### config.mk
export PLATFORM = sky130hd
export DESIGN_NAME = csvg_cordic_cell
export DESIGN_NICKNAME = d
export VERILOG_FILES = /design/src/rtl/cube_sphere_vertex_generator_core_macros.svh /design/src/rtl/csvg_pkg.sv /design/src/rtl/csvg_cordic_cell.sv
export SDC_FILE = /design/constraint.sdc
export NUM_CORES = 1
export LEC_CHECK = 0
export BUFFER_PORTS_ARGS = -buffer_cell sky130_fd_sc_hd__buf_2
export CAP_MARGIN = 25
export CELL_PAD_IN_SITES_DETAIL_PLACEMENT = 1
export CELL_PAD_IN_SITES_GLOBAL_PLACEMENT = 1
export CORE_ASPECT_RATIO = 0.6
export CORE_MARGIN = 2
export CORE_UTILIZATION = 35
export DETAILED_ROUTE_END_ITERATION = 6
export GPL_TIMING_DRIVEN = 0
export PLACE_DENSITY_LB_ADDON = 0.1
export SKIP_LAST_GASP = 1
export SLEW_MARGIN = 20
export SYNTH_ARGS = -nofsm -noshare
export SYNTH_HDL_FRONTEND = slang
export SYNTH_SLANG_ARGS = --single-unit
### constraint.sdc
create_clock -name clk_i -period 10.1 [get_ports clk_i]
set_input_delay 2.02 -clock clk_i [delete_from_list [all_inputs] [get_ports clk_i]]
set_output_delay 2.02 -clock clk_i [all_outputs]
set_load 0.03 [all_outputs]
### src/rtl/cube_sphere_vertex_generator_core_macros.svh
// Assertion macros for the cube-sphere vertex generator.
// Included by RTL files that carry concurrent checks; no other dependencies.
`ifndef CUBE_SPHERE_VERTEX_GENERATOR_CORE_MACROS_SVH
`define CUBE_SPHERE_VERTEX_GENERATOR_CORE_MACROS_SVH
`ifndef SYNTH
// antecedent implies consequent in the same cycle
`define CSVG_ASSERT_IMP(lbl, clk, rstn, ante, cons) \
  lbl: assert property (@(posedge clk) disable iff (!rstn) (ante) |-> (cons)) \
    else $error("assertion failed");
// antecedent implies consequent in the next cycle
`define CSVG_ASSERT_NXT(lbl, clk, rstn, ante, cons) \
  lbl: assert property (@(posedge clk) disable iff (!rstn) (ante) |=> (cons)) \
    else $error("assertion failed");
`else
`define CSVG_ASSERT_IMP(lbl, clk, rstn, ante, cons)
`define CSVG_ASSERT_NXT(lbl, clk, rstn, ante, cons)
`endif
`endif

### src/rtl/csvg_pkg.sv
// Shared constants, types and tables of the cube-sphere vertex generator.
// No dependencies; imported by every RTL module of the block.
package csvg_pkg;

  localparam int MAX_SUBDIVISION = 8;
  localparam int COORD_FRAC_BITS = 14;
  localparam int ANG_STEPS = 24;
  localparam int KW = $clog2(ANG_STEPS);
  localparam int XW = 36;               // CORDIC x/y width
  localparam int ZW = 34;               // binary angle width
  localparam int CW = 32;               // sin/cos and cross product width
  localparam int CORD_FRAC = 30;
  localparam int SQ_STEPS = 32;
  localparam int SQW = $clog2(SQ_STEPS);
  localparam int LW = 32;               // vector length width
  localparam int DIV_STEPS = COORD_FRAC_BITS + 1;
  localparam int DIVW = $clog2(DIV_STEPS);
  localparam int DW = LW + COORD_FRAC_BITS + 2;
  localparam int DLY = ANG_STEPS - DIV_STEPS;

  localparam logic signed [XW-1:0] CORDIC_X0 = XW'(652032874);
  localparam logic signed [ZW-1:0] ANG_QTR = ZW'(64'sd536870912);
  localparam logic signed [ZW-1:0] ANG_HALF = ZW'(64'sd2147483648);

  // pipeline stage map
  localparam int ST_MUL = ANG_STEPS + 1;
  localparam int ST_CRS = ST_MUL + 1;
  localparam int ST_SQR = ST_CRS + 1;
  localparam int ST_SUM = ST_SQR + 1;
  localparam int ST_PRE = ST_SUM + 1 + SQ_STEPS;
  localparam int ST_OUT = ST_PRE + ANG_STEPS + 1;
  localparam int CRS_N = ST_PRE - ST_CRS;

  localparam int TDI_W = 24;
  localparam int TDO_W = 88;

  typedef enum logic [2:0] {
    PC_ZERO = 3'd0,
    PC_PSIN = 3'd1,
    PC_NSIN = 3'd2,
    PC_PCOS = 3'd3,
    PC_NCOS = 3'd4
  } plane_code_e;

  typedef struct packed {
    logic       len_zero;
    logic [2:0] neg;        // sign of cx, cy, cz
    logic       th_zero;
    logic       ph_zero;
  } side_t;

  // arctangent of 2^-k in binary angle units
  function automatic logic signed [ZW-1:0] ang_step(input logic [KW-1:0] k);
    logic signed [ZW-1:0] t;
    case (k)
      5'd0:  t = ZW'(536870912);
      5'd1:  t = ZW'(316933406);
      5'd2:  t = ZW'(167458907);
      5'd3:  t = ZW'(85004756);
      5'd4:  t = ZW'(42667331);
      5'd5:  t = ZW'(21354465);
      5'd6:  t = ZW'(10679838);
      5'd7:  t = ZW'(5340245);
      5'd8:  t = ZW'(2670163);
      5'd9:  t = ZW'(1335087);
      5'd10: t = ZW'(667544);
      5'd11: t = ZW'(333772);
      5'd12: t = ZW'(166886);
      5'd13: t = ZW'(83443);
      5'd14: t = ZW'(41722);
      5'd15: t = ZW'(20861);
      5'd16: t = ZW'(10430);
      5'd17: t = ZW'(5215);
      5'd18: t = ZW'(2608);
      5'd19: t = ZW'(1304);
      5'd20: t = ZW'(652);
      5'd21: t = ZW'(326);
      5'd22: t = ZW'(163);
      5'd23: t = ZW'(81);
      default: t = '0;
    endcase
    return t;
  endfunction

  // plane normal component pattern per face; sel 0 uses column angle, 1 row angle
  function automatic plane_code_e plane_code(input logic [2:0] face, input logic sel,
                                             input logic [1:0] axis);
    plane_code_e c0, c1, c2, r;
    c0 = PC_ZERO; c1 = PC_ZERO; c2 = PC_ZERO;
    case ({face, sel})
      4'b000_0: begin c0 = PC_NSIN; c1 = PC_ZERO; c2 = PC_NCOS; end
      4'b000_1: begin c0 = PC_NSIN; c1 = PC_PCOS; c2 = PC_ZERO; end
      4'b001_0: begin c0 = PC_NCOS; c1 = PC_ZERO; c2 = PC_PSIN; end
      4'b001_1: begin c0 = PC_ZERO; c1 = PC_PCOS; c2 = PC_PSIN; end
      4'b010_0: begin c0 = PC_PSIN; c1 = PC_ZERO; c2 = PC_PCOS; end
      4'b010_1: begin c0 = PC_PSIN; c1 = PC_PCOS; c2 = PC_ZERO; end
      4'b011_0: begin c0 = PC_PCOS; c1 = PC_ZERO; c2 = PC_NSIN; end
      4'b011_1: begin c0 = PC_ZERO; c1 = PC_PCOS; c2 = PC_NSIN; end
      4'b100_0: begin c0 = PC_NCOS; c1 = PC_PSIN; c2 = PC_ZERO; end
      4'b100_1: begin c0 = PC_ZERO; c1 = PC_PSIN; c2 = PC_NCOS; end
      4'b101_0: begin c0 = PC_PCOS; c1 = PC_NSIN; c2 = PC_ZERO; end
      4'b101_1: begin c0 = PC_ZERO; c1 = PC_NSIN; c2 = PC_NCOS; end
      default: begin c0 = PC_ZERO; c1 = PC_ZERO; c2 = PC_ZERO; end
    endcase
    case (axis)
      2'd0: r = c0;
      2'd1: r = c1;
      2'd2: r = c2;
      default: r = PC_ZERO;
    endcase
    return r;
  endfunction

endpackage

### src/rtl/csvg_cordic_cell.sv
// One CORDIC micro-rotation with its output register.
// Depends on csvg_pkg; rotation or vectoring selected by vec_i.
module csvg_cordic_cell (
  input  logic                           clk_i,
  input  logic                           en_i,
  input  logic                           vec_i,
  input  logic [csvg_pkg::KW-1:0]        k_i,
  input  logic signed [csvg_pkg::XW-1:0] x_i,
  input  logic signed [csvg_pkg::XW-1:0] y_i,
  input  logic signed [csvg_pkg::ZW-1:0] z_i,
  output logic signed [csvg_pkg::XW-1:0] x_o,
  output logic signed [csvg_pkg::XW-1:0] y_o,
  output logic signed [csvg_pkg::ZW-1:0] z_o
);
  import csvg_pkg::*;

  logic signed [XW-1:0] xs, ys, x_d, y_d, x_q, y_q;
  logic signed [ZW-1:0] t, z_d, z_q;
  logic                 pos;

  // rotation drives z toward zero, vectoring drives y toward zero
  assign xs  = x_i >>> k_i;
  assign ys  = y_i >>> k_i;
  assign t   = ang_step(k_i);
  assign pos = vec_i ? y_i[XW-1] : !z_i[ZW-1];

  always_comb begin
    if (pos) begin
      x_d = x_i - ys;
      y_d = y_i + xs;
      z_d = z_i - t;
    end else begin
      x_d = x_i + ys;
      y_d = y_i - xs;
      z_d = z_i + t;
    end
  end

  always_ff @(posedge clk_i) begin
    if (en_i) begin
      x_q <= x_d;
      y_q <= y_d;
      z_q <= z_d;
    end
  end

  assign x_o = x_q;
  assign y_o = y_q;
  assign z_o = z_q;

endmodule

# ---- Yosys cells after proc, flatten, opt, wreduce, memory -nomap -nowiden
# Memory sizes are Yosys's and may differ from the RTL's.
# Cells that the tools add are included.
dict set report op_classes {
  shifts 2
  n_reduce_logical 1
  mux 4
  n_addsub 6
}
# cell count
set op_table {}
lappend op_table {{36-bit adder} 2}
lappend op_table {{36-bit two-way mux} 2}
lappend op_table {{36-bit by 5-bit >>> shifter with 36-bit output} 2}
lappend op_table {{36-bit subtractor} 2}
lappend op_table {{34-bit adder} 1}
lappend op_table {{34-bit two-way mux} 1}
lappend op_table {{34-bit subtractor} 1}
lappend op_table {{1-bit logical NOT} 1}
lappend op_table {{1-bit two-way mux} 1}
dict set report totals {
  rom_bits 960
  word_cells 17
  mem_count 1
  reg_bits 106
  inputBits 114
  out_inout_bits 106
}
# name depth width rd rd_clocked_by_memory_dff write_ports line
set mem_list {}
lappend mem_list {{(name not given)} 32 30 1 0 0 csvg_pkg.sv:55} ;# case (k)

# ---- Depth between registers and ports, before layout
dict set report logic_depth {
  word_depth 3
  ltp_mapped 28
  ltp_nobuf 23
}

# ---- Least setup slack after synthesis
# No wires, ideal clock.
dict set report synth_path {
  path_type {input to register}
  start {in k_i[1] (netlist name)}
  end {reg z_q[32] (netlist: z_o[32]), data pin}
  path_buffers 2
  path_slack_ns 2.983
  setup_ns 0.258
  arrival_ns 6.859
  path_stages 22
  t_required_ns 9.842
  cell_sequence {buf_2 > inv_2 > buf_1 > ha_1 > o221a_2 > a211oi_1 > ha_1 > and2_1 > nand2_1 > o21ai_0 > xor2_1 > ha_1 > and3_1 > o211ai_1 > or2_2 > nor4_1 > o31ai_1 > o21ai_0 > a32oi_1 > o311ai_0 > a21oi_1 > xnor2_1}
}
dict set report synth_via {
  elab_chain_len 3
  elab_cells_between_ends 4
  classes_between {2 x add/sub; 1 x mux; 1 x memory}
}
# element line
set synth_lines {}
lappend synth_lines {{start: declaration} csvg_cordic_cell.sv:7} ;# input logic [csvg_pkg::KW-1:0] k_i,
lappend synth_lines {{memory read 32 x 30 bit *} --}
lappend synth_lines {{34-bit adder or 34-bit subtractor (tied branches)} {csvg_cordic_cell.sv:35, csvg_cordic_cell.sv:31}}
lappend synth_lines {{34-bit two-way mux *} csvg_cordic_cell.sv:28} ;# if (pos) begin
lappend synth_lines {{net z_d[32]} csvg_cordic_cell.sv:18} ;# logic signed [ZW-1:0] t, z_d, z_q;
lappend synth_lines {{end signal: assignment} csvg_cordic_cell.sv:43} ;# z_q <= z_d;
lappend synth_lines {{end: declaration} csvg_cordic_cell.sv:18}
# Mark *: on every way through the listed nets, which the timed path passes. The rest lies on a longest branch.
# A chain may end at the register's enable or synchronous reset.

# ---- Final worst setup path
# Same ends and word-level chain as after synthesis.

==> results_dict.tcl <==
set metrics [dict create \
    grtUsageTotal 0.380 \
    grt_overflow 0 \
    wirelength_um 95800 \
    ir_drop_uv 108 \
    total_power_mw 3.12 \
    layoutNonFillerInstCount 2757 \
    yosysMostFrequentCell "a21oi_1" \
    crit_type "primary input to flip-flop" \
    drtPass1Iterations 6 \
    cts_resized 0 \
    leakage_nw 7.86 \
    die_h_um 174 \
    p_sw_frac 0.502 \
    p_clk_frac 0.131 \
    dr.first_iter.drc_count 2216 \
    wire_per_inst_um 34.8 \
    dp_cells 2735 \
    synth_top_cells_by_count "a21oi_1 (168), nor2_1 (154), nand2_1 (137)" \
    cp-end-kind "flip-flop" \
    initial_core_util 0.353 \
    finalSetupViolations 0 \
    final.setup.tns_ns 0 \
    rows 62 \
    combPwrFrac 0.642 \
    synth.distinct_cells 111 \
    grt_pass1_wl_um 135000 \
    async_flop_share 0 \
    cts_tree "built" \
    numClockSinks 106 \
    cts_buffers 9 \
    synth_largest_area_cell "edfxtp_1" \
    status "finished, final reports clean" \
    hold_depth 2 \
    cp.required_ns 10.26 \
    drive_above_1_share 0.221 \
    synth_edf_count 106 \
    hp-class "primary input to flip-flop" \
    cts_max_level 3 \
    viasPerCell 6.53 \
    yosysSeqAreaShare 0.189 \
    cap_viol_max_count 0 \
    relSlewSlack 0.170 \
    io_pins 220 \
    cts-root-buf "clkbuf_16" \
    hold_viol 0 \
    startpoint_type "primary input" \
    dp_hpwl_um 78000 \
    cellPowerDensity_nw_per_um2 163 \
    tightest_slew_ns 1.25 \
    crit_fanout 13 \
    via_count 18000 \
    post_cts_buffers 0 \
    cts_hold_buf 0 \
    grt_max_degree 57 \
    synth.area.top_cells "edfxtp_1 (19%), mux4_2 (9.0%), ha_1 (8.6%)" \
    gp_congestion 1.07 \
    syn2layout_area_growth_pct 13.9 \
    antenna_found_initial 4 \
    post-route-min-period_ns 9.87 \
    syn_avg_cell_area_sq_um 8.97 \
    die_x_um 287 \
    final_nets 2343 \
    io_buffers 216 \
    yosysWarnings 0 \
    clock_path_buffers 2 \
    post-route-period-util 0.977 \
    clkTransAtPathRegs_ns 0.08 \
    seqPwrFrac 0.227 \
    ys.flop_type "edfxtp_1" \
    synth_top_area_frac 0.189 \
    arrival_ns 10.02 \
    switching_power_mw 1.57 \
    drc 0 \
    postRouteAntennaNets 0 \
    syn_nets 2105 \
    dieArea_sq_um 49800 \
    internal_power_mw 1.55 \
    ys_ff_latch 106 \
    grt_pass1_vias 17600 \
    slew_violations 0 \
    rsz0062_at_grt "no" \
    netlist_area_sq_um 16800 \
    fmax_mhz 101 \
    core_sq_um 47600 \
    netlist_instances 1873 \
]
sequential cells by signal (all words and copies together) (netlist names):
name	flops
x_o	36
z_o	34
y_o	36
per-stage QoR:
step / cell area (sq um) / hold slack [ns] / setup slack [ns] / utilization
2_1_floorplan: 16800 / 2.13 / 2.98 / -
3_3_place_gp: 18700 / 2.44 / 0.337 / 0.392
3_5_place_dp: 18800 / 2.43 / 0.287 / 0.394
4_1_cts: 19100 / 1.99 / 0.682 / 0.401
5_1_grt: 19100 / 2.01 / 0.114 / 0.402
6_report: 19100 / 2.01 / 0.233 / 0.402
worst max-delay path, stage by stage:
cell and delay [ns]:
buf_2 0.13, buf_2 0.24, inv_2 0.41, buf_1 0.93, ha_1 0.55, nor2b_1 0.26, o21ai_0 0.27, nand3_1 0.25
nor2b_1 0.29, and4_1 0.34, nand2_1 0.21, o21ai_1 0.49, xnor2_1 0.13, ha_1 0.29, clkbuf_1 0.28, o21a_1 0.19
o211ai_1 0.10, or2_2 0.33, nor4_1 0.60, o31ai_1 0.19, o21ai_0 0.44, a32oi_1 0.24, o311ai_0 0.49, a21oi_1 0.15
xnor2_1 0.16
layout by cell type (no fill, tap or decap), types with 8 or more instances in the layout:
cell type / count
nand3_1: 36
a211oi_1: 21
mux2_2: 33
nand2b_1: 34
xnor2_1: 105
and3_1: 15
buf_6: 29
or2_2: 11
o31ai_1: 11
mux4_2: 67
a22o_1: 9
o21ai_0: 119
and2_1: 14
nor3_1: 32
nand4_1: 11
nor2_1: 154
clkbuf_16: 9
a31oi_1: 21
mux4_1: 11
edfxtp_1: 106
a21o_1: 56
a21oi_1: 168
clkbuf_1: 36
o21a_1: 25
o21bai_1: 14
a22oi_1: 19
buf_2: 236
ha_1: 115
nand2_1: 137
buf_1: 8
xor2_1: 74
o211ai_1: 18
inv_1: 44
mux2i_1: 68
nor2b_1: 32
o22ai_1: 29
power groups by stage:
stage                     Sequential, mW  Combinational [mW]  Clock [mW]
after global placement             0.716                1.90           0
final                              0.709                2.00       0.410
after CTS                          0.712                1.96       0.425
after global routing               0.724                2.12       0.433
after floorplan                    0.997                1.04           0
after detailed placement           0.719                1.95           0
cell families after synthesis:
group | count (synthesis) | synth area share
flops | 106 | 0.189
simple gates | 532 | 0.164
compound gates | 604 | 0.237
buf+inv | 151 | 0.0538
mux | 183 | 0.173
fa+ha+maj | 118 | 0.0892
xor+xnor | 179 | 0.0933
routing by layer:
metal / global-route usage / part of all wire / vias up
li1: - / - / 7625
met1: 0.558 / 0.46 / 9206
met2: 0.520 / 0.40 / 1077
met3: 0.143 / 0.12 / 100
met4: 0.0844 / 0.021 / 2
met5: 0 / 0.00013 / -
path summary, 6_finish.rpt:
path,slack (ns),start,end
worst min-delay path,2.01,y_i[0],y_o[0]$_DFFE_PP_
worst max-delay path,0.23,k_i[1],z_o[32]$_DFFE_PP_
cell type report:
cell class,count,area [sq um]
Clock buffer,9,225
Fill cell,5662,28500
Tap cell,640,801
Timing Repair Buffer,227,1210
Antenna cell,1,2.50
Clock inverter,7,85.1
Sequential cell,106,3180
Buffer,104,731
Multi-Input combinational cell,1616,12700
Inverter,47,176
(Power assumes the default switching activity.)
