**src/rtl/cube_sphere_vertex_generator_core_macros.svh**
```systemverilog
// Assertion macros for the cube-sphere vertex generator.
// Included by RTL files that carry concurrent checks; no other dependencies.
`ifndef CUBE_SPHERE_VERTEX_GENERATOR_CORE_MACROS_SVH
`define CUBE_SPHERE_VERTEX_GENERATOR_CORE_MACROS_SVH
`ifndef SYNTH
// antecedent implies consequent in the same cycle
`define CSVG_ASSERT_IMP(lbl, clk, rstn, ante, cons) \
  lbl: assert property (@(posedge clk) disable iff (!rstn) (ante) |-> (cons)) \
    else $error("assertion failed");
// antecedent implies consequent in the next cycle
`define CSVG_ASSERT_NXT(lbl, clk, rstn, ante, cons) \
  lbl: assert property (@(posedge clk) disable iff (!rstn) (ante) |=> (cons)) \
    else $error("assertion failed");
`else
`define CSVG_ASSERT_IMP(lbl, clk, rstn, ante, cons)
`define CSVG_ASSERT_NXT(lbl, clk, rstn, ante, cons)
`endif
`endif

```
**src/rtl/csvg_pkg.sv**
```systemverilog
// Shared constants, types and tables of the cube-sphere vertex generator.
// No dependencies; imported by every RTL module of the block.
package csvg_pkg;

  localparam int MAX_SUBDIVISION = 8;
  localparam int COORD_FRAC_BITS = 14;
  localparam int ANG_STEPS = 24;
  localparam int KW = $clog2(ANG_STEPS);
  localparam int XW = 36;               // CORDIC x/y width
  localparam int ZW = 34;               // binary angle width
  localparam int CW = 32;               // sin/cos and cross product width
  localparam int CORD_FRAC = 30;
  localparam int SQ_STEPS = 32;
  localparam int SQW = $clog2(SQ_STEPS);
  localparam int LW = 32;               // vector length width
  localparam int DIV_STEPS = COORD_FRAC_BITS + 1;
  localparam int DIVW = $clog2(DIV_STEPS);
  localparam int DW = LW + COORD_FRAC_BITS + 2;
  localparam int DLY = ANG_STEPS - DIV_STEPS;

  localparam logic signed [XW-1:0] CORDIC_X0 = XW'(652032874);
  localparam logic signed [ZW-1:0] ANG_QTR = ZW'(64'sd536870912);
  localparam logic signed [ZW-1:0] ANG_HALF = ZW'(64'sd2147483648);

  // pipeline stage map
  localparam int ST_MUL = ANG_STEPS + 1;
  localparam int ST_CRS = ST_MUL + 1;
  localparam int ST_SQR = ST_CRS + 1;
  localparam int ST_SUM = ST_SQR + 1;
  localparam int ST_PRE = ST_SUM + 1 + SQ_STEPS;
  localparam int ST_OUT = ST_PRE + ANG_STEPS + 1;
  localparam int CRS_N = ST_PRE - ST_CRS;

  localparam int TDI_W = 24;
  localparam int TDO_W = 88;

  typedef enum logic [2:0] {
    PC_ZERO = 3'd0,
    PC_PSIN = 3'd1,
    PC_NSIN = 3'd2,
    PC_PCOS = 3'd3,
    PC_NCOS = 3'd4
  } plane_code_e;

  typedef struct packed {
    logic       len_zero;
    logic [2:0] neg;        // sign of cx, cy, cz
    logic       th_zero;
    logic       ph_zero;
  } side_t;

  // arctangent of 2^-k in binary angle units
  function automatic logic signed [ZW-1:0] ang_step(input logic [KW-1:0] k);
    logic signed [ZW-1:0] t;
    case (k)
      5'd0:  t = ZW'(536870912);
      5'd1:  t = ZW'(316933406);
      5'd2:  t = ZW'(167458907);
      5'd3:  t = ZW'(85004756);
      5'd4:  t = ZW'(42667331);
      5'd5:  t = ZW'(21354465);
      5'd6:  t = ZW'(10679838);
      5'd7:  t = ZW'(5340245);
      5'd8:  t = ZW'(2670163);
      5'd9:  t = ZW'(1335087);
      5'd10: t = ZW'(667544);
      5'd11: t = ZW'(333772);
      5'd12: t = ZW'(166886);
      5'd13: t = ZW'(83443);
      5'd14: t = ZW'(41722);
      5'd15: t = ZW'(20861);
      5'd16: t = ZW'(10430);
      5'd17: t = ZW'(5215);
      5'd18: t = ZW'(2608);
      5'd19: t = ZW'(1304);
      5'd20: t = ZW'(652);
      5'd21: t = ZW'(326);
      5'd22: t = ZW'(163);
      5'd23: t = ZW'(81);
      default: t = '0;
    endcase
    return t;
  endfunction

  // plane normal component pattern per face; sel 0 uses column angle, 1 row angle
  function automatic plane_code_e plane_code(input logic [2:0] face, input logic sel,
                                             input logic [1:0] axis);
    plane_code_e c0, c1, c2, r;
    c0 = PC_ZERO; c1 = PC_ZERO; c2 = PC_ZERO;
    case ({face, sel})
      4'b000_0: begin c0 = PC_NSIN; c1 = PC_ZERO; c2 = PC_NCOS; end
      4'b000_1: begin c0 = PC_NSIN; c1 = PC_PCOS; c2 = PC_ZERO; end
      4'b001_0: begin c0 = PC_NCOS; c1 = PC_ZERO; c2 = PC_PSIN; end
      4'b001_1: begin c0 = PC_ZERO; c1 = PC_PCOS; c2 = PC_PSIN; end
      4'b010_0: begin c0 = PC_PSIN; c1 = PC_ZERO; c2 = PC_PCOS; end
      4'b010_1: begin c0 = PC_PSIN; c1 = PC_PCOS; c2 = PC_ZERO; end
      4'b011_0: begin c0 = PC_PCOS; c1 = PC_ZERO; c2 = PC_NSIN; end
      4'b011_1: begin c0 = PC_ZERO; c1 = PC_PCOS; c2 = PC_NSIN; end
      4'b100_0: begin c0 = PC_NCOS; c1 = PC_PSIN; c2 = PC_ZERO; end
      4'b100_1: begin c0 = PC_ZERO; c1 = PC_PSIN; c2 = PC_NCOS; end
      4'b101_0: begin c0 = PC_PCOS; c1 = PC_NSIN; c2 = PC_ZERO; end
      4'b101_1: begin c0 = PC_ZERO; c1 = PC_NSIN; c2 = PC_NCOS; end
      default: begin c0 = PC_ZERO; c1 = PC_ZERO; c2 = PC_ZERO; end
    endcase
    case (axis)
      2'd0: r = c0;
      2'd1: r = c1;
      2'd2: r = c2;
      default: r = PC_ZERO;
    endcase
    return r;
  endfunction

endpackage

```
**src/rtl/csvg_sqrt_cell.sv**
```systemverilog
// One bit-pair step of an integer square root, registered.
// Depends on csvg_pkg for the step index width.
module csvg_sqrt_cell (
  input  logic                     clk_i,
  input  logic                     en_i,
  input  logic [csvg_pkg::SQW-1:0] i_i,
  input  logic [63:0]              v_i,
  input  logic [63:0]              r_i,
  output logic [63:0]              v_o,
  output logic [63:0]              r_o
);
  import csvg_pkg::*;

  logic [63:0] b, trial, v_d, r_d, v_q, r_q;

  // trial subtract of root plus the current bit
  assign b     = 64'd1 << {i_i, 1'b0};
  assign trial = r_i + b;

  always_comb begin
    if (v_i >= trial) begin
      v_d = v_i - trial;
      r_d = (r_i >> 1) + b;
    end else begin
      v_d = v_i;
      r_d = r_i >> 1;
    end
  end

  always_ff @(posedge clk_i) begin
    if (en_i) begin
      v_q <= v_d;
      r_q <= r_d;
    end
  end

  assign v_o = v_q;
  assign r_o = r_q;

endmodule

```
**config.mk**
```make
export PLATFORM = sky130hd
export DESIGN_NAME = csvg_sqrt_cell
export DESIGN_NICKNAME = d
export VERILOG_FILES = /design/src/rtl/cube_sphere_vertex_generator_core_macros.svh /design/src/rtl/csvg_pkg.sv /design/src/rtl/csvg_sqrt_cell.sv
export SDC_FILE = /design/constraint.sdc
export NUM_CORES = 1
export LEC_CHECK = 0
export ABC_AREA = 1
export BUFFER_PORTS_ARGS = -buffer_cell sky130_fd_sc_hd__buf_2
export CAP_MARGIN = 20
export CORE_ASPECT_RATIO = 0.6
export CORE_UTILIZATION = 50
export DETAILED_ROUTE_END_ITERATION = 8
export MAX_ROUTING_LAYER = met4
export PLACE_DENSITY = 0.84
export SETUP_SLACK_MARGIN = 0.05
export SYNTH_ARGS = -nofsm -noshare
export SYNTH_HDL_FRONTEND = slang
export SYNTH_SLANG_ARGS = --single-unit
```
**constraint.sdc**
```tcl
create_clock -name clk_i -period 4.49 [get_ports clk_i]
set_input_delay 0.449 -clock clk_i [delete_from_list [all_inputs] [get_ports clk_i]]
set_output_delay 0.449 -clock clk_i [all_outputs]
set_load 0.05 [all_outputs]
```
==> results of run 1 <==
metal layers:
metal,global-route usage [%],overflow
met4,47.3,16
met3,51.3,0
met1,76.0,4
met2,79.7,26
met5,-,-
cell usage after synthesis (39+ instances only):
library cell  count  area, um2
edfxtp_1        128       3840
nand3b_1         39        293
inv_1           473       1780
ha_1            126       1580
nor3_1           59        295
xor2_1           40        350
nor2_1          428       1610
xnor2_1          51        447
o21ai_0         229       1150
nand2_1         902       3390
a21oi_1         172        861
nand3_1         169        846
metrics by stage:
| step | utilization, % | setup WS, ns |
|---|---|---|
| after floorplan | - | 0.0593 |
| after global placement | 70.7 | -1.07 |
| after detailed placement | 70.7 | -1.21 |
| after CTS | 76.3 | 0.0500 |
cell families after synthesis:
group,count (synthesis)
DFF,128
AOI/OAI and AO/OA,524
and+or+nand+nor,1669
buffers and inverters,518
xor gates and xnor gates,91
adders and majority gates,127
what timing repair did:
item / 4_1_cts
gates resized for setup: 272
pin swaps: 74
setup endpoints to repair: 128
setup buffers: 32
cloned: 4
==> results.py, run 1 <==
metrics = {
    "floorplanning": {
        "pin_count": 263,
        "start_util_pct": 51.3,
        "die_h_um": 150,
        "rows": 53,
        "die_w_um": 248,
    },
    "clock_network": {
        "cts_hold_buffers": 0,
        "clock-sinks": 128,
        "htreeDepth": 4,
        "clk_path_buf_depth": 2,
        "cts_made_buffers": 17,
        "clockRootBuffer": "clkbuf_16",
    },
    "placed_design": {
        "port_buffers": 262,
        "placed_area_um2": 25000,
        "dp_hpwl_um": 73400,
        "place_inst": 4437,
        "place_congestion": 1.15,
    },
    "synth": {
        "async_flop_share_pct": 0,
        "synth_xor_area_share_pct": 4.39,
        "synth_top_family_by_area": "simple AND/OR/NAND/NOR gates",
        "synthFlopType": "edfxtp_1",
        "yosysSeqAreaShare_pct": 21.2,
        "syn_inst": 3057,
        "synth_seq_cells": 128,
        "synth_fa_ha_area_share_pct": 8.79,
        "muxShareOfSynthArea_pct": 0,
        "ys_warn_count": 0,
        "synth-compound-area-share_pct": 15.9,
        "synth_edf_count": 128,
        "synth_simple_gate_area_share_pct": 38.2,
        "syn_nets": 3319,
        "ys_types": 56,
        "synth.avg_cell_area_um2": 5.94,
        "mappedNetlistArea_um2": 18200,
    },
    "outcome": {
        "failed_stage": "global routing",
        "outcome": "did not finish",
        "error_line": "[ERROR GRT-0232] Routing congestion too high. Check the congestion heatmap in the GUI.",
    },
    "global_route": {
        "gr-total-overflow": 46,
        "grt_max_degree": 52,
        "track_usage_pct": 67.8,
    },
    "sta": {
        "worst_endpoint": "r_o[17]$_DFFE_PP_/D",
        "worst-ep-kind": "sequential cell input",
    },
}
==> run 2, diff against run 1 <==
- CORE_ASPECT_RATIO: 0.6 -> default
- CORE_UTILIZATION: 50 -> 35
- MAX_ROUTING_LAYER: met4 -> default
- PLACE_DENSITY: 0.84 -> default
- PLACE_DENSITY_LB_ADDON: default -> 0.15
- SETUP_SLACK_MARGIN: 0.05 -> default
- clock period: 4.49 -> 5.8 ns (I/O delays scaled with it)
==> run 2 against run 1 <==
Compared with the run above: the flow now finishes without violations; synthesized area did not move; synthesized cell count did not move.
==> results.py, run 2 <==
metrics = {
    "outcome": {
        "outcome": "finished, final reports clean",
    },
    "sta": {
        "setup_viol": 0,
        "fmax_mhz": 186,
        "period_needed_ns": 5.37,
        "fin_ws_ns": 0.428,
        "setup-tns-final_ns": 0,
        "drv_slew": 0,
        "tightest_slew_ns": 0.896,
        "finalHoldViolCount": 0,
        "max_slew_margin_pct": 40.2,
        "period_share_pct": 92.6,
        "rsz0062_at_grt": "no",
    },
    "clock_network": {
        "post_cts_buffers": 0,
        "cts_resized": 0,
        "cts_made_buffers": 17,
        "htreeDepth": 4,
        "cts.clk_slew.worst_paths_ns": 0.07,
        "clock-sinks": 128,
        "cts_hold_buffers": 0,
        "cts_tree": "built",
        "clk_path_buf_depth": 2,
        "clockRootBuffer": "clkbuf_16",
    },
    "placed_design": {
        "place_congestion": 1.00,
        "placed_area_um2": 21100,
        "place_inst": 4098,
        "dp_hpwl_um": 75800,
        "pre_cts_ws_ns": -0.0277,
        "port_buffers": 262,
    },
    "layout": {
        "final_area_um2": 21700,
        "final_cells": 4130,
        "nets": 3699,
        "area_growth_pct": 19.6,
        "diodes": 0,
        "multi_input_area_um2": 12200,
        "nFillCells": 5704,
        "final_common_cell": "nand2_1",
        "drive_above_1_share_pct": 13.7,
        "seqCellArea_um2": 3840,
        "final_cell_mix": "902 x nand2_1, 473 x inv_1, 428 x nor2_1",
    },
    "synth": {
        "syn_inst": 3057,
        "ys_types": 56,
        "synth.avg_cell_area_um2": 5.94,
        "async_flop_share_pct": 0,
        "synth_top_area_share_pct": 21.2,
        "yosys-top-cells-area": "edfxtp_1 21%, nand2_1 19%, inv_1 9.8%",
        "synthFlopType": "edfxtp_1",
        "syn_nets": 3319,
        "yosysTopAreaCell": "edfxtp_1",
        "synth_edf_count": 128,
        "ys_warn_count": 0,
        "yosysMostFrequentCell": "nand2_1",
        "synth_common_cells": "902 x nand2_1, 473 x inv_1, 428 x nor2_1, 229 x o21ai_0, 172 x a21oi_1",
        "synth_seq_cells": 128,
        "mappedNetlistArea_um2": 18200,
        "yosysSeqAreaShare_pct": 21.2,
    },
    "drt": {
        "wire_per_inst_um": 21.2,
        "viasPerCell": 5.26,
        "wl_um": 87400,
        "ant_nets": 0,
        "drc_errors": 0,
        "drt_iter0_markers": 1864,
        "vias": 21700,
        "drtPass1Iterations": 6,
    },
    "floorplanning": {
        "rows": 83,
        "die_w_um": 230,
        "pin_count": 263,
        "die_h_um": 230,
        "core_um2": 51300,
        "die-area_um2": 52800,
        "start_util_pct": 35.4,
    },
    "worst_setup_path": {
        "required_ns": 6.03,
        "worst_ep_arrival_time_ns": 5.60,
        "worst_setup_path_end_kind": "flop",
        "path_depth": 29,
        "critPathMaxFanout": 12,
        "slowest_delay_ns": 0.39,
        "cp_slowest_cell": "ha_1",
        "crit_buf_inv": 7,
        "critical_path_class": "input pin to flop",
        "cp_common_cell": "nand2_1",
        "start_kind": "input pin",
        "cp_top_family": "simple AND/OR/NAND/NOR gates",
    },
    "global_route": {
        "first_global_vias": 21400,
        "gr-total-overflow": 0,
        "track_usage_pct": 32.9,
        "antenna_found_initial": 0,
        "grt_pass1_wl_um": 128000,
        "grt_max_degree": 66,
    },
    "job": {
        "drv_cap": 0,
    },
    "power_and_ir_drop": {
        "power_density_nw_per_um2": 198,
        "vdd.ir_drop.worst_uv": 228,
        "p_leak_uw": 0.0101,
        "power.total_uw": 4290,
    },
    "min_path": {
        "holdPathStages": 3,
        "min_path_type": "input pin to flop",
    },
}
run 2: cell counts after synthesis:
Identical to the previous run, type by type.
run 2: path summary, 6_finish.rpt:
kind                from      to  slack, ns
hold / removal    v_i[0]  v_o[0]       0.38
setup / recovery  i_i[1]  r_o[4]       0.43
run 2: per-stage QoR:
stage	utilization, %	hold slack [ns]
6_report	42.3	0.384
2_1_floorplan	-	0.692
3_3_place_gp	41.2	0.881
4_1_cts	42.3	0.365
5_1_grt	42.3	0.394
3_5_place_dp	41.2	0.890
run 2: metal layers:
layer | GRT usage (%) | up-vias | share of wire [%]
met3 | 3.47 | 170 | 4.9
li1 | - | 10700 | -
met2 | 57.0 | 808 | 48
met5 | 0 | - | 0
met4 | 17.4 | 0 | 5.4
met1 | 40.0 | 10000 | 42
run 2: cell families after synthesis:
family / count (synthesis) / synth area share, %
buf+inv: 518 / 11.5
flops: 128 / 21.2
fa+ha+maj: 127 / 8.79
xor+xnor: 91 / 4.39
compound gates: 524 / 15.9
simple gates: 1669 / 38.2
run 2: cell type report:
type | instances | share of cell area (%)
inverters | 482 | 8.35
flip-flops and latches | 128 | 17.7
multi-input cells | 2411 | 56.3
clock inverters | 15 | 0.663
repair buffers | 397 | 11.1
clock buffers | 17 | 1.96
well taps | 680 | 3.92
run 2: where the power goes:
| part | switching, uW | total (uW) | internal [uW] | leakage (uW) |
|---|---|---|---|---|
| Combinational | 1420 | 1970 | 548 | 0.00854 |
| Clock | 490 | 1120 | 626 | 0.000270 |
| Sequential | 30.8 | 1210 | 1180 | 0.00125 |
| Total | 1940 | 4290 | 2350 | 0.0101 |
(Power assumes the default switching activity.)
==> run 3, diff against run 2 <==
- CORE_UTILIZATION: 35 -> 26
- RECOVER_POWER: default -> 25
==> run 3 against run 2 <==
Compared with the run above: the flow now finishes with violations (max-capacitance violations, max-slew violations); power up 3.8%; first-iteration DRC count down 22%; sequential share of layout area down 0.43 points; count of clock-buffer cells in the layout unchanged; combinational power about the same; utilization down 10 points; final cell count up 6.6%; sequential power about the same; maximum frequency up 1.3%; flip-flop and latch count unchanged; critical path depth up 1; non-clock buffer count up 21; critical endpoint is now r_o[39].
==> results.py, run 3 (synthesis gave the netlist of run 2 again) <==
metrics = {
    "global_route": {
        "gr-total-overflow": 0,
        "grt_pass1_wl_um": 128000,
        "track_usage_pct": 24.8,
        "first_global_vias": 21000,
        "grt_max_degree": 51,
        "antenna_found_initial": 2,
    },
    "sta": {
        "period_share_pct": 91.4,
        "drv_slew": 133,
        "fmax_mhz": 189,
        "period_needed_ns": 5.30,
        "setup_viol": 0,
        "tightest_slew_ns": 2.92,
        "rsz0062_at_grt": "no",
        "max_slew_margin_pct": -94.7,
        "setup-tns-final_ns": 0,
        "finalHoldViolCount": 0,
    },
    "outcome": {
        "violations": "max-capacitance violations, max-slew violations",
        "outcome": "finished, violations left",
    },
    "power_and_ir_drop": {
        "power.total_uw": 4450,
        "vdd.ir_drop.worst_uv": 181,
        "p_leak_uw": 0.0102,
        "power_density_nw_per_um2": 200,
    },
    "drt": {
        "drt_iter0_markers": 1455,
        "vias": 21100,
        "wl_um": 88600,
        "ant_nets": 0,
        "wire_per_inst_um": 20.1,
        "viasPerCell": 4.79,
        "drtPass1Iterations": 5,
        "drc_errors": 0,
    },
    "job": {
        "drv_cap": 3,
    },
    "worst_setup_path": {
        "worst_ep_arrival_time_ns": 5.56,
        "start_kind": "input pin",
        "cp_common_cell": "nand2_1",
        "critPathMaxFanout": 49,
        "critical_path_class": "input pin to flop",
        "worst_setup_path_end_kind": "flop",
        "required_ns": 6.06,
        "cp_slowest_cell": "o21ai_0",
        "slowest_delay_ns": 0.38,
        "setup.worst_path.start": "i_i[2]",
    },
    "floorplanning": {
        "start_util_pct": 26.4,
        "core_um2": 68800,
        "die_w_um": 266,
        "rows": 96,
        "pin_count": 263,
        "die-area_um2": 70900,
        "die_h_um": 266,
    },
    "clock_network": {
        "clk_path_buf_depth": 2,
        "cts_tree": "built",
        "cts_hold_buffers": 0,
        "clock-sinks": 128,
        "cts.clk_slew.worst_paths_ns": 0.06,
        "cts_made_buffers": 17,
        "clockRootBuffer": "clkbuf_16",
        "htreeDepth": 4,
    },
    "placed_design": {
        "dp_hpwl_um": 76800,
        "placed_area_um2": 21600,
        "port_buffers": 262,
        "place_congestion": 0.942,
    },
    "layout": {
        "diodes": 0,
        "final_common_cell": "nand2_1",
        "final_area_um2": 22300,
        "drive_above_1_share_pct": 14.1,
        "area_growth_pct": 22.6,
        "nets": 3720,
        "final_cell_mix": "902 x nand2_1, 473 x inv_1, 428 x nor2_1",
    },
    "min_path": {
        "min_from": "v_i[0]",
        "min_path_type": "input pin to flop",
    },
}
-- run 3: path summary, 6_finish.rpt --
check                     end  cells after the start
worst max-delay path  r_o[39]                     30
worst min-delay path   v_o[0]                      3
-- run 3: power breakdown --
| part | switching, uW | total (uW) | internal, uW | leakage [uW] |
|---|---|---|---|---|
| logic | 1420 | 1970 | 556 | 0.00863 |
| clock network | 507 | 1260 | 757 | 0.000306 |
| registers | 36.7 | 1220 | 1180 | 0.00125 |
-- run 3: stage by stage --
stage | setup slack (ns) | instances | util, % | hold WS, ns
floorplan | 1.11 | 3057 | - | 0.692
global placement | 0.00176 | 4370 | 31.4 | 0.882
detailed placement | 0.0297 | 4370 | 31.4 | 0.885
CTS | 0.554 | 4402 | 32.4 | 0.344
global route | 0.0833 | 4402 | 32.3 | 0.377
finish | 0.499 | 4402 | 32.3 | 0.374
-- run 3: layout make-up --
class | instances | area, um2
Fill cell | 7915 | 46600
Multi-Input combinational cell | 2411 | 12200
Sequential cell | 128 | 3840
Timing Repair Buffer | 418 | 2570
Inverter | 482 | 1810
Tap cell | 931 | 1160
Clock buffer | 17 | 425
Clock inverter | 15 | 216
-- run 3: critical path, delay by kind of cell --
kind	cells	cell delay [ns]
AND/OR/NAND/NOR	18	2.58
adder cells (fa/ha/maj)	2	0.68
AO/OA/AOI/OAI	3	0.74
buffers and inverters	7	0.96
-- run 3: metal layers --
metal | vias up | routed length [um] | global-route usage, %
met2 | 549 | 43500 | 44.4
met3 | 82 | 3550 | 2.73
li1 | 10800 | - | -
met5 | - | 27 | 0
met1 | 9666 | 39300 | 31.1
met4 | 4 | 2160 | 6.96
-- run 3: repair_timing --
action,CTS,global route
setup endpoints to repair,0,6
resized for setup,0,1
endpoints found under the hold margin,0,0
buffers inserted,0,0
