`config.mk`:
```
export PLATFORM = sky130hd
export DESIGN_NAME = csvg_div_cell
export DESIGN_NICKNAME = d
export VERILOG_FILES = /design/src/rtl/cube_sphere_vertex_generator_core_macros.svh /design/src/rtl/csvg_pkg.sv /design/src/rtl/csvg_div_cell.sv
export SDC_FILE = /design/constraint.sdc
export NUM_CORES = 1
export LEC_CHECK = 0
export BUFFER_PORTS_ARGS = -buffer_cell sky130_fd_sc_hd__buf_4
export CAP_MARGIN = 15
export CORE_UTILIZATION = 40
export CTS_CLUSTER_SIZE = 25
export DETAILED_ROUTE_END_ITERATION = 8
export SYNTH_ARGS = -nofsm -noshare
export SYNTH_HDL_FRONTEND = slang
export SYNTH_SLANG_ARGS = --single-unit
```
`constraint.sdc`:
```
create_clock -name clk_i -period 5.46 [get_ports clk_i]
set_input_delay 0.273 -clock clk_i [delete_from_list [all_inputs] [get_ports clk_i]]
set_output_delay 0.273 -clock clk_i [all_outputs]
set_load 0.01 [all_outputs]
```
`src/rtl/cube_sphere_vertex_generator_core_macros.svh`:
```
// Assertion macros for the cube-sphere vertex generator.
// Included by RTL files that carry concurrent checks; no other dependencies.
`ifndef CUBE_SPHERE_VERTEX_GENERATOR_CORE_MACROS_SVH
`define CUBE_SPHERE_VERTEX_GENERATOR_CORE_MACROS_SVH
`ifndef SYNTH
// antecedent implies consequent in the same cycle
`define CSVG_ASSERT_IMP(lbl, clk, rstn, ante, cons) \
  lbl: assert property (@(posedge clk) disable iff (!rstn) (ante) |-> (cons)) \
    else $error("assertion failed");
// antecedent implies consequent in the next cycle
`define CSVG_ASSERT_NXT(lbl, clk, rstn, ante, cons) \
  lbl: assert property (@(posedge clk) disable iff (!rstn) (ante) |=> (cons)) \
    else $error("assertion failed");
`else
`define CSVG_ASSERT_IMP(lbl, clk, rstn, ante, cons)
`define CSVG_ASSERT_NXT(lbl, clk, rstn, ante, cons)
`endif
`endif

```
`src/rtl/csvg_pkg.sv`:
```
// Shared constants, types and tables of the cube-sphere vertex generator.
// No dependencies; imported by every RTL module of the block.
package csvg_pkg;

  localparam int MAX_SUBDIVISION = 8;
  localparam int COORD_FRAC_BITS = 14;
  localparam int ANG_STEPS = 24;
  localparam int KW = $clog2(ANG_STEPS);
  localparam int XW = 36;               // CORDIC x/y width
  localparam int ZW = 34;               // binary angle width
  localparam int CW = 32;               // sin/cos and cross product width
  localparam int CORD_FRAC = 30;
  localparam int SQ_STEPS = 32;
  localparam int SQW = $clog2(SQ_STEPS);
  localparam int LW = 32;               // vector length width
  localparam int DIV_STEPS = COORD_FRAC_BITS + 1;
  localparam int DIVW = $clog2(DIV_STEPS);
  localparam int DW = LW + COORD_FRAC_BITS + 2;
  localparam int DLY = ANG_STEPS - DIV_STEPS;

  localparam logic signed [XW-1:0] CORDIC_X0 = XW'(652032874);
  localparam logic signed [ZW-1:0] ANG_QTR = ZW'(64'sd536870912);
  localparam logic signed [ZW-1:0] ANG_HALF = ZW'(64'sd2147483648);

  // pipeline stage map
  localparam int ST_MUL = ANG_STEPS + 1;
  localparam int ST_CRS = ST_MUL + 1;
  localparam int ST_SQR = ST_CRS + 1;
  localparam int ST_SUM = ST_SQR + 1;
  localparam int ST_PRE = ST_SUM + 1 + SQ_STEPS;
  localparam int ST_OUT = ST_PRE + ANG_STEPS + 1;
  localparam int CRS_N = ST_PRE - ST_CRS;

  localparam int TDI_W = 24;
  localparam int TDO_W = 88;

  typedef enum logic [2:0] {
    PC_ZERO = 3'd0,
    PC_PSIN = 3'd1,
    PC_NSIN = 3'd2,
    PC_PCOS = 3'd3,
    PC_NCOS = 3'd4
  } plane_code_e;

  typedef struct packed {
    logic       len_zero;
    logic [2:0] neg;        // sign of cx, cy, cz
    logic       th_zero;
    logic       ph_zero;
  } side_t;

  // arctangent of 2^-k in binary angle units
  function automatic logic signed [ZW-1:0] ang_step(input logic [KW-1:0] k);
    logic signed [ZW-1:0] t;
    case (k)
      5'd0:  t = ZW'(536870912);
      5'd1:  t = ZW'(316933406);
      5'd2:  t = ZW'(167458907);
      5'd3:  t = ZW'(85004756);
      5'd4:  t = ZW'(42667331);
      5'd5:  t = ZW'(21354465);
      5'd6:  t = ZW'(10679838);
      5'd7:  t = ZW'(5340245);
      5'd8:  t = ZW'(2670163);
      5'd9:  t = ZW'(1335087);
      5'd10: t = ZW'(667544);
      5'd11: t = ZW'(333772);
      5'd12: t = ZW'(166886);
      5'd13: t = ZW'(83443);
      5'd14: t = ZW'(41722);
      5'd15: t = ZW'(20861);
      5'd16: t = ZW'(10430);
      5'd17: t = ZW'(5215);
      5'd18: t = ZW'(2608);
      5'd19: t = ZW'(1304);
      5'd20: t = ZW'(652);
      5'd21: t = ZW'(326);
      5'd22: t = ZW'(163);
      5'd23: t = ZW'(81);
      default: t = '0;
    endcase
    return t;
  endfunction

  // plane normal component pattern per face; sel 0 uses column angle, 1 row angle
  function automatic plane_code_e plane_code(input logic [2:0] face, input logic sel,
                                             input logic [1:0] axis);
    plane_code_e c0, c1, c2, r;
    c0 = PC_ZERO; c1 = PC_ZERO; c2 = PC_ZERO;
    case ({face, sel})
      4'b000_0: begin c0 = PC_NSIN; c1 = PC_ZERO; c2 = PC_NCOS; end
      4'b000_1: begin c0 = PC_NSIN; c1 = PC_PCOS; c2 = PC_ZERO; end
      4'b001_0: begin c0 = PC_NCOS; c1 = PC_ZERO; c2 = PC_PSIN; end
      4'b001_1: begin c0 = PC_ZERO; c1 = PC_PCOS; c2 = PC_PSIN; end
      4'b010_0: begin c0 = PC_PSIN; c1 = PC_ZERO; c2 = PC_PCOS; end
      4'b010_1: begin c0 = PC_PSIN; c1 = PC_PCOS; c2 = PC_ZERO; end
      4'b011_0: begin c0 = PC_PCOS; c1 = PC_ZERO; c2 = PC_NSIN; end
      4'b011_1: begin c0 = PC_ZERO; c1 = PC_PCOS; c2 = PC_NSIN; end
      4'b100_0: begin c0 = PC_NCOS; c1 = PC_PSIN; c2 = PC_ZERO; end
      4'b100_1: begin c0 = PC_ZERO; c1 = PC_PSIN; c2 = PC_NCOS; end
      4'b101_0: begin c0 = PC_PCOS; c1 = PC_NSIN; c2 = PC_ZERO; end
      4'b101_1: begin c0 = PC_ZERO; c1 = PC_NSIN; c2 = PC_NCOS; end
      default: begin c0 = PC_ZERO; c1 = PC_ZERO; c2 = PC_ZERO; end
    endcase
    case (axis)
      2'd0: r = c0;
      2'd1: r = c1;
      2'd2: r = c2;
      default: r = PC_ZERO;
    endcase
    return r;
  endfunction

endpackage

```
`src/rtl/csvg_div_cell.sv`:
```
// One quotient bit of a restoring division, registered.
// Depends on csvg_pkg for the remainder and quotient widths.
module csvg_div_cell (
  input  logic                           clk_i,
  input  logic                           en_i,
  input  logic [csvg_pkg::DIVW-1:0]      i_i,
  input  logic [csvg_pkg::DW-1:0]        rem_i,
  input  logic [csvg_pkg::DIV_STEPS-1:0] q_i,
  input  logic [csvg_pkg::LW-1:0]        d_i,
  output logic [csvg_pkg::DW-1:0]        rem_o,
  output logic [csvg_pkg::DIV_STEPS-1:0] q_o,
  output logic [csvg_pkg::LW-1:0]        d_o
);
  import csvg_pkg::*;

  logic [DW-1:0]        ds, rem_d, rem_q;
  logic [DIV_STEPS-1:0] q_d, q_q;
  logic [LW-1:0]        d_q;

  // divisor aligned to this quotient bit
  assign ds = DW'(d_i) << i_i;

  always_comb begin
    if (rem_i >= ds) begin
      rem_d = rem_i - ds;
      q_d   = q_i | (DIV_STEPS'(1) << i_i);
    end else begin
      rem_d = rem_i;
      q_d   = q_i;
    end
  end

  always_ff @(posedge clk_i) begin
    if (en_i) begin
      rem_q <= rem_d;
      q_q   <= q_d;
      d_q   <= d_i;
    end
  end

  assign rem_o = rem_q;
  assign q_o   = q_q;
  assign d_o   = d_q;

endmodule

```
**Word level (Yosys, flattened, before mapping)**

Index checks and enable logic that the tools add are counted.

- Register bits: 95
- Input port bits: 101

- $add $sub $neg: 1
- Order comparisons: 1
- Shifts and indexed selects: 2
- Muxes and demuxes: 2
- Bitwise gates (word level): 1

Operator list:

| operator | count |
|---|---|
| >= comparator 48 bit | 1 |
| two-way mux 48 bit | 1 |
| << shifter 32 x 4 -> 48 bit | 1 |
| subtractor 48 bit | 1 |
| two-way mux 15 bit | 1 |
| bitwise OR 15 bit | 1 |
| << shifter 1 x 4 -> 15 bit (first input constant) | 1 |

**Depth between registers and ports, before layout**

Gate-level depths: netlist of run 1.

- Depth in word-level cells: 3
- Mapped depth: 22
- Depth with buffers taken out: 17

**Worst setup path after synthesis of run 1**

OpenSTA, ideal clock, no wires.

- Path type: in2reg
- Start point: input i_i[0] (netlist name)
- End point: register rem_q[47], in the netlist rem_o[47] (data pin)
- Library setup time: 0.261 ns
- Data arrival time: 3.606 ns
- Required time: 5.199 ns
- Setup slack: 1.593 ns
- Stages on the path: 18
- Cell sequence: buf_2 > buf_1 > clkbuf_1 > a211oi_1 > a21oi_1 > mux2i_1 > nand2_1 > o21ai_0 > ha_1 > a21o_1 > a221o_1 > a21oi_2 > o211ai_1 > a21oi_2 > and2_1 > buf_6 > nor4_4 > a221o_1

- Word-level cells in the longest chain between the ends: 3
- Elaborated cells on any way between the ends: 4
- Classes of those cells: 1 x add/sub; 1 x order compare; 1 x shift; 1 x mux

RTL lines:

| what | line | source |
|---|---|---|
| start: declaration | csvg_div_cell.sv:6 | `input logic [csvg_pkg::DIVW-1:0] i_i,` |
| << shifter 32 x 4 -> 48 bit * | csvg_div_cell.sv:21 | `assign ds = DW'(d_i) << i_i;` |
| subtractor 48 bit or >= comparator 48 bit (tied branches) | csvg_div_cell.sv:25, csvg_div_cell.sv:24 |  |
| two-way mux 48 bit * | csvg_div_cell.sv:24 | `if (rem_i >= ds) begin` |
| named net rem_d[47] | csvg_div_cell.sv:16 | `logic [DW-1:0] ds, rem_d, rem_q;` |
| end signal: assignment | csvg_div_cell.sv:35 | `rem_q <= rem_d;` |
| end: declaration | csvg_div_cell.sv:16 |  |

Mark *: on every way through the listed nets, which the timed path passes. The rest lies on a longest branch.
A chain may end at the register's enable or synchronous reset.

**Final worst setup path of run 1**

- Start point: input i_i[1] (netlist name)
- End point: register q_q[10], in the netlist q_o[10] (data pin)

- Word-level cells in the longest chain between the ends: 3
- Elaborated cells on any way between the ends: 5
- Classes of those cells: 1 x order compare; 2 x shift; 1 x mux; 1 x bitwise

RTL lines:

| what | line | source |
|---|---|---|
| << shifter 32 x 4 -> 48 bit or << shifter 1 x 4 -> 15 bit (tied branches) | csvg_div_cell.sv:21, csvg_div_cell.sv:26 |  |
| >= comparator 48 bit or bitwise OR 15 bit (tied branches) | csvg_div_cell.sv:24, csvg_div_cell.sv:26 |  |
| two-way mux 15 bit * | csvg_div_cell.sv:24 |  |
| named net q_d[10] | csvg_div_cell.sv:17 | `logic [DIV_STEPS-1:0] q_d, q_q;` |
| end signal: assignment | csvg_div_cell.sv:36 | `q_q <= q_d;` |
| end: declaration | csvg_div_cell.sv:17 |  |

Marks and branches as above.

==> impl_metrics.tcl, run 1 <==
set metrics [dict create \
    outcome "completed" \
    path_cells "buf_4, clkinv_1, mux2i_1, o21ai_0, o21ai_0, ha_1, a21o_1, a221o_1, a21oi_2, o211ai_1, a21oi_2, nand2_2, buf_4, a41o_1" \
    n_fill_cell 1859 \
    drv_slew 0 \
    yosys.area.top_type_share_pct 34.9 \
    viasPerCell 5.71 \
    yosysWarnings 0 \
    num_io_pins 196 \
    worst_ep_arrival_time_ns 4.44 \
    core-area_mm2 0.0197 \
    min_period_over_period_pct 79.3 \
    first_global_vias 7236 \
    tightest_slew_ns 0.728 \
    synth_seq_cells 95 \
    critical_path.top_delay_family "compound AO/OA/AOI/OAI gates" \
    slowest_delay_ns 0.46 \
    dieArea_mm2 0.0210 \
    ir_drop_mv 0.159 \
    clock-sinks 95 \
    yosysUniqueCellTypes 72 \
    synthTopCellsByCount "a21oi_1, nand2_1, edfxtp_1" \
    grt_remaining_overflow 0 \
    vias 7535 \
    numCtsBuffers 9 \
    cp.depth 14 \
    h-tree-depth 3 \
    worstPathBufferInverterCount 3 \
    rsz0062_at_grt "false" \
    post-route-min-period_ns 4.33 \
    wl_um 25200 \
    clock-root-buffer "clkbuf_16" \
    busiest_layer "met2" \
    postCtsSetupBuffers 0 \
    drt-initial-drc-count 674 \
    setup.worst_path.start_class "input pin" \
    syn_nets 1038 \
    seq_area_mm2 0.00285 \
    seq_area_frac_synth_pct 34.9 \
    finalHoldViolations 0 \
    place.gp.congestion 0.924 \
    n_antenna_cell 0 \
    final_layout_size_suffix_gt1_share_pct 27.3 \
    area_growth_pct 22.8 \
    hold_buffers 0 \
    avgSynthCellArea_um2 9.21 \
    yosysTopAreaCell "edfxtp_1" \
    wire_per_inst_um 19.1 \
    slew_headroom_pct 51.3 \
    pre_cts_ws_ns 0.778 \
    met2_usage_pct 35.8 \
    synth_area_leaders "edfxtp_1, ha_1, a21oi_1, mux4_2, nand2_1" \
    synthCells 888 \
    antenna_left 0 \
    required_ns 5.57 \
    gr-usage-all-layers_pct 24.0 \
    synth-edff-count 95 \
    placementRows 51 \
    yosysMostFrequentCell "a21oi_1" \
    drcViolationCount 0 \
    firstDrtPassIters 5 \
    cts_tree "done" \
    cts_resized 0 \
    synth_area_mm2 0.00818 \
    max_freq_ghz 0.231 \
    multi_input_area_mm2 0.00496 \
    die_h_um 145 \
    use_met3_pct 5.16 \
    place_hpwl_um 20000 \
    setup_tns_ns 0 \
    crit_type "in2reg" \
    synth_ff_type "edfxtp_1" \
    setup_ws_ns 1.13 \
    path_clk_slew_ns 0.07 \
    hold-path-cell-count 1 \
    min_path_type "in2reg" \
    crit_path_top_delay_cell "o21ai_0" \
    final_nets 1199 \
    grt_pass1_wl_um 39500 \
    antenna_found_initial 0 \
    cp-end-kind "flip-flop" \
    die_x_um 145 \
    start_util_pct 41.5 \
    grt_max_degree 59 \
    worstPathMaxFanout 49 \
    p_leak_nw 4.09 \
    drv_cap 0 \
    use_met1_pct 34.7 \
    clock_path_buffers 2 \
    io_buffers 195 \
    async_flop_share_pct 0 \
    setup_viol 0 \
    powerDensity_mw_per_mm2 278 \
]
==> worst paths after layout <==
check	from	endpoint	slack, ns
max	i_i[1]	q_o[10]	1.13
min	d_i[1]	d_o[1]	0.12
==> kinds of logic (layout without fill, tap and decap cells) <==
group	count (synthesis)	in the layout	synth area share, %
simple gates	288	288	16.8
buf+inv	76	242	4.45
fa+ha+maj	49	49	7.59
flops	95	95	34.9
compound gates	287	287	22.5
xor+xnor	42	42	4.50
mux	51	51	9.32
==> placed cells by master (no fill, tap or decap), types with 8 or more instances in the layout <==
master and count:
nand2b_1 12, a31o_2 9, mux2i_1 21, edfxtp_1 95, a22oi_1 8, nor2b_1 9
mux2_2 11, ha_1 48, buf_4 203, xnor2_1 25, xor2_1 17, clkbuf_16 9
nand3_1 12, nand4_1 20, inv_1 20, nor2_1 92, o211ai_1 14, a21o_1 15
nand2_1 98, o21ai_0 57, a21oi_1 108, mux4_2 19
==> state kept, by name (all words and copies together) (netlist names) <==
signal and flops:
d_o 32, q_o 15, rem_o 48
==> per-stage QoR <==
stage	total power [mW]	hold WS (ns)	std cells	utilization [%]	area [µm²]
6_report	2.79	0.115	1319	50.9	10000
5_1_grt	2.95	0.111	1319	50.9	10000
4_1_cts	2.80	0.109	1319	50.9	10000
3_5_place_dp	2.17	0.475	1303	49.5	9760
3_3_place_gp	2.17	0.477	1303	49.5	9760
2_1_floorplan	1.74	0.372	888	-	8180
==> power breakdown <==
part	switching, mW	internal (mW)	leakage [nW]
combinational	0.684	0.510	3.03
sequential	0.0296	0.942	0.931
clock	0.308	0.318	0.129
==> final cells by class <==
cell class	count	area share, %
Multi-Input combinational cell	717	49.4
Sequential cell	95	28.4
Timing Repair Buffer	203	15.2
Tap cell	265	3.30
Clock buffer	10	2.28
Inverter	23	0.860
Clock inverter	6	0.536
==> per-layer routing <==
layer  share of wire [%]  up-vias
met1                  46     3498
met5                   0        -
met4                 1.8        0
met3                 8.9       35
met2                  43      341
li1                    -     3661
Note: power is estimated with default switching activity, not from simulation.
==> inputs of run 2 (changes only) <==
==> constraint.sdc (replaced) <==
create_clock -name clk_i -period 4.2 [get_ports clk_i]
set_input_delay 0.21 -clock clk_i [delete_from_list [all_inputs] [get_ports clk_i]]
set_output_delay 0.21 -clock clk_i [all_outputs]
set_load 0.01 [all_outputs]
==> impl_metrics.tcl, run 2 (synthesized netlist as in run 1, its figures left out) <==
set metrics [dict create \
    crit_path_top_delay_cell "ha_1" \
    clock-root-buffer "clkbuf_16" \
    place.gp.congestion 0.954 \
    required_ns 4.31 \
    cts_resized 0 \
    start_util_pct 41.5 \
    path_cells "buf_4, buf_12, mux2_2, o21ai_0, buf_4, nor2_1, a21oi_1, nor2_1, a41oi_1, ha_1, and4_4, and2_4, a21o_1, a2111oi_2, buf_4, o211ai_1, a31oi_1, xor2_1, o21ai_1" \
    n_antenna_cell 0 \
    finish.utilization_pct 55.2 \
    grt_remaining_overflow 0 \
    p_leak_nw 4.61 \
    post-route-min-period_ns 3.79 \
    h-tree-depth 3 \
    final_nets 1298 \
    postCtsSetupBuffers 0 \
    ir_drop_mv 0.204 \
    grt_max_degree 73 \
    clock_path_buffers 2 \
    powerDensity_mw_per_mm2 354 \
    outcome "completed" \
    rsz0062_at_grt "false" \
    cp_common_cell "buf_4" \
    gr-usage-all-layers_pct 24.3 \
    wl_um 25900 \
    antenna_left 0 \
    slowest_delay_ns 0.37 \
    design_area_mm2 0.0109 \
    antenna_found_initial 0 \
    dieArea_mm2 0.0210 \
    cp-end-kind "flip-flop" \
    final_common_cell "buf_4" \
    area_growth_pct 33.1 \
    viasPerCell 5.61 \
    die_x_um 145 \
    finalHoldViolations 0 \
    slew_headroom_pct 38.0 \
    drt-initial-drc-count 675 \
    path_clk_slew_ns 0.08 \
    setup_viol 0 \
    io_buffers 195 \
    first_global_vias 7593 \
    drv_slew 0 \
    setup.worst_path.start_class "input pin" \
    worstPathMaxFanout 7 \
    min_period_over_period_pct 90.1 \
    largest_reg_flops 48 \
    core-area_mm2 0.0197 \
    placementRows 51 \
    setup_tns_ns 0 \
    final_cell_mix "buf_4, a21oi_1, nand2_1" \
    firstDrtPassIters 7 \
    die_h_um 145 \
    crit_type "in2reg" \
    drcViolationCount 0 \
    min_path_type "in2reg" \
    grt_pass1_wl_um 40400 \
    wire_per_inst_um 18.3 \
    final_layout_size_suffix_gt1_share_pct 33.7 \
    drv_cap 0 \
    cts_tree "done" \
    clock-sinks 95 \
    vias 7952 \
    place_hpwl_um 21100 \
    num_io_pins 196 \
    numCtsBuffers 9 \
    tightest_slew_ns 0.929 \
    place_area_mm2 0.0106 \
    worst_ep_arrival_time_ns 3.90 \
    max_freq_ghz 0.264 \
    hold_buffers 0 \
]
run 2: final cells by class:
class,count,area (µm²)
clock buffer,9,225
clock inverter,7,67.6
multi-input combinational,717,4960
fill,1859,8840
inverter,23,86.3
tap,265,332
sequential,95,2850
timing repair buffer,302,2350
run 2: worst paths after layout:
path                  depth (start not counted)    start   endpoint
worst min-delay path                          1  d_i[28]    d_o[28]
worst max-delay path                         19   i_i[0]  rem_o[43]
run 2: critical path: cells and delay by family:
family,cells,cell delay (ns)
AO/OA/AOI/OAI,8,1.72
buffers and inverters,4,0.59
AND/OR/NAND/NOR,4,0.47
adder cells (fa/ha/maj),1,0.37
multiplexers,1,0.35
XOR/XNOR,1,0.19
run 2: per-stage QoR:
step	hold slack [ns]	total power, mW	instances	worst slack [ns]
3_3_place_gp	0.414	3.02	1402	0.0364
6_report	0.0557	3.85	1418	0.414
3_5_place_dp	0.417	3.02	1402	0.0779
2_1_floorplan	0.309	2.26	888	0.396
5_1_grt	0.0421	4.06	1418	0.157
4_1_cts	0.0471	3.85	1418	0.463
run 2: routing by layer:
metal | global-route usage (%) | wire length, µm
met5 | 0 | 0
met2 | 37.8 | 11600
met4 | 3.83 | 210
met3 | 4.91 | 1900
met1 | 35.2 | 12200
run 2: where the power goes:
group	total (mW)	switching [mW]	internal, mW
Combinational	1.76	0.938	0.825
Clock	0.822	0.406	0.416
Sequential	1.26	0.0363	1.22
==> inputs of run 3 (changes only) <==
--- a/config.mk
+++ b/config.mk
@@ -5,6 +5,7 @@
 export SDC_FILE = /design/constraint.sdc
 export NUM_CORES = 1
 export LEC_CHECK = 0
+export ABC_AREA = 1
 export BUFFER_PORTS_ARGS = -buffer_cell sky130_fd_sc_hd__buf_4
 export CAP_MARGIN = 15
 export CORE_UTILIZATION = 40
==> impl_metrics.tcl, run 3 <==
set metrics [dict create \
    outcome "completed" \
    required_ns 4.43 \
    numCtsBuffers 9 \
    multi_input_area_mm2 0.00544 \
    synthTopCellsByCount "nand2_1, inv_1, nand3_1" \
    yosysTopAreaCell "edfxtp_1" \
    area_growth_pct 22.0 \
    dp_cells 1983 \
    wl_um 32000 \
    slew_headroom_pct 35.6 \
    yosys.area.top_type_share_pct 30.2 \
    rsz0062_at_grt "false" \
    place.gp.congestion 0.958 \
    die_h_um 156 \
    avgSynthCellArea_um2 6.31 \
    synth-edff-count 95 \
    synth_seq_cells 95 \
    setup.worst_path.start_class "input pin" \
    synth_area_leaders "edfxtp_1, nand2_1, inv_1, ha_1, nand3_1" \
    n_antenna_cell 0 \
    p_leak_nw 5.95 \
    dieArea_mm2 0.0243 \
    largest_reg_flops 48 \
    holdWs_ns 0.0300 \
    syn_nets 1650 \
    worst_ep_arrival_time_ns 3.74 \
    grt_pass1_wl_um 48900 \
    grt_remaining_overflow 0 \
    grt_max_degree 73 \
    crit_type "in2reg" \
    setup_viol 0 \
    die_x_um 156 \
    stdcell_count 1999 \
    switching_share_pct 39.5 \
    seqPwrFrac_pct 33.7 \
    viasPerCell 4.96 \
    final_cell_mix "nand2_1, inv_1, buf_4" \
    clock-sinks 95 \
    vias 9911 \
    p_comb_share_pct 43.6 \
    drt-initial-drc-count 598 \
    switching_power_mw 1.47 \
    place_hpwl_um 26700 \
    design_area_mm2 0.0115 \
    drv_cap 0 \
    wire_per_inst_um 16.0 \
    hold_buffers 0 \
    final_nets 1831 \
    synth_ff_type "edfxtp_1" \
    core-area_mm2 0.0229 \
    async_flop_share_pct 0 \
    post-route-min-period_ns 3.51 \
    p_int_mw 2.25 \
    placementRows 55 \
    yosysWarnings 0 \
    n_fill_cell 2484 \
    gr-usage-all-layers_pct 26.6 \
    path_clk_slew_ns 0.08 \
    yosysMostFrequentCell "nand2_1" \
    pre_cts_ws_ns 0.473 \
    first_global_vias 9106 \
    h-tree-depth 3 \
    yosysUniqueCellTypes 41 \
    max_freq_ghz 0.285 \
    cts_resized 0 \
    powerDensity_mw_per_mm2 322 \
    num_io_pins 196 \
    hp-start "d_i[1]" \
    synth_area_mm2 0.00946 \
    min_to "d_o[1]" \
    finalHoldViolations 0 \
    pwr-share-clk_pct 22.7 \
    hold-path-cell-count 1 \
    setup_ws_ns 0.693 \
    place_area_mm2 0.0113 \
    clock_path_buffers 2 \
    synthCells 1500 \
    seq_area_frac_synth_pct 30.2 \
    tightest_slew_ns 0.966 \
    firstDrtPassIters 7 \
    drcViolationCount 0 \
    ir_drop_mv 0.184 \
    setup_tns_ns 0 \
    postCtsSetupBuffers 0 \
    seq_area_mm2 0.00285 \
    io_buffers 195 \
    worstPathMaxFanout 35 \
    drv_slew 0 \
    min_period_over_period_pct 83.5 \
    cts_tree "done" \
    start_util_pct 41.3 \
    final_layout_size_suffix_gt1_share_pct 16.3 \
    min_path_type "in2reg" \
    clock-root-buffer "clkbuf_16" \
    final_common_cell "nand2_1" \
    antenna_found_initial 0 \
    cp-end-kind "flip-flop" \
    antenna_left 0 \
]
-- run 3: changes by cell type in the layout (fill, tap and decap cells not counted), moves of 19 or more --
cell / change
inv_1: +219
o21ai_0: +34
nand2_1: +507
a21oi_1: -80
buf_4: -86
nand3_1: +103
mux4_2: -19
-- run 3: layout make-up --
cell class	count	share of cell area [%]
Tap cell	313	3.39
Clock buffer	9	1.95
Multi-Input combinational cell	1109	47.2
Timing Repair Buffer	211	13.9
Clock inverter	7	0.531
Inverter	255	8.29
Sequential cell	95	24.7
-- run 3: metrics by stage --
step	power [mW]	util, %
after floorplan	2.26	-
after global placement	2.88	49.1
after detailed placement	2.88	49.1
after CTS	3.73	50.4
after global routing	3.95	50.4
final	3.72	50.4
-- run 3: how the worst max path moves through the flow --
stage / endpoint / from / depth (start not counted)
floorplan: q_o[10] / i_i[1] / 22
global placement: rem_o[35] / i_i[1] / 21
detailed placement: q_o[14] / i_i[1] / 16
CTS: q_o[14] / i_i[1] / 16
global route: rem_o[17] / i_i[1] / 21
finish: rem_o[35] / i_i[1] / 20
-- run 3: worst max-delay path, stage by stage --
cell and delay (ns):
buf_4 0.29, clkinv_1 0.17, buf_4 0.22, nand3_1 0.09, o21ai_0 0.13, o21ai_0 0.19, inv_1 0.08, nand2_1 0.07
o21ai_0 0.29, ha_1 0.50, nand2_1 0.13, nor2_1 0.23, nand2_1 0.14, nor2_1 0.13, and2_1 0.15, nand2_2 0.07
nand3_2 0.07, buf_4 0.24, nand3_1 0.20, nand2_1 0.10
-- run 3: cells by family after synthesis --
group | after synthesis | share of synthesized area [%]
DFF | 95 | 30.2
AOI/OAI and AO/OA | 157 | 10.4
and+or+nand+nor | 871 | 37.5
muxes | 7 | 0.741
adders and majority gates | 49 | 6.56
buffers and inverters | 296 | 12.3
xor gates and xnor gates | 25 | 2.31
-- run 3: layer usage --
metal | vias to the layer above | global-route usage, % | share of wire (%)
met3 | 36 | 3.14 | 6.1
met2 | 345 | 43.3 | 45
met4 | 0 | 7.10 | 1.8
met5 | - | 0 | 0
met1 | 4455 | 37.3 | 47
li1 | 5075 | - | -
-- run 3: power groups by stage --
stage / Sequential (mW) / Clock (mW) / Combinational [mW]
global placement: 1.28 / 0 / 1.60
floorplan: 1.34 / 0 / 0.917
finish: 1.26 / 0.844 / 1.62
global route: 1.27 / 0.890 / 1.80
CTS: 1.26 / 0.859 / 1.61
detailed placement: 1.28 / 0 / 1.61
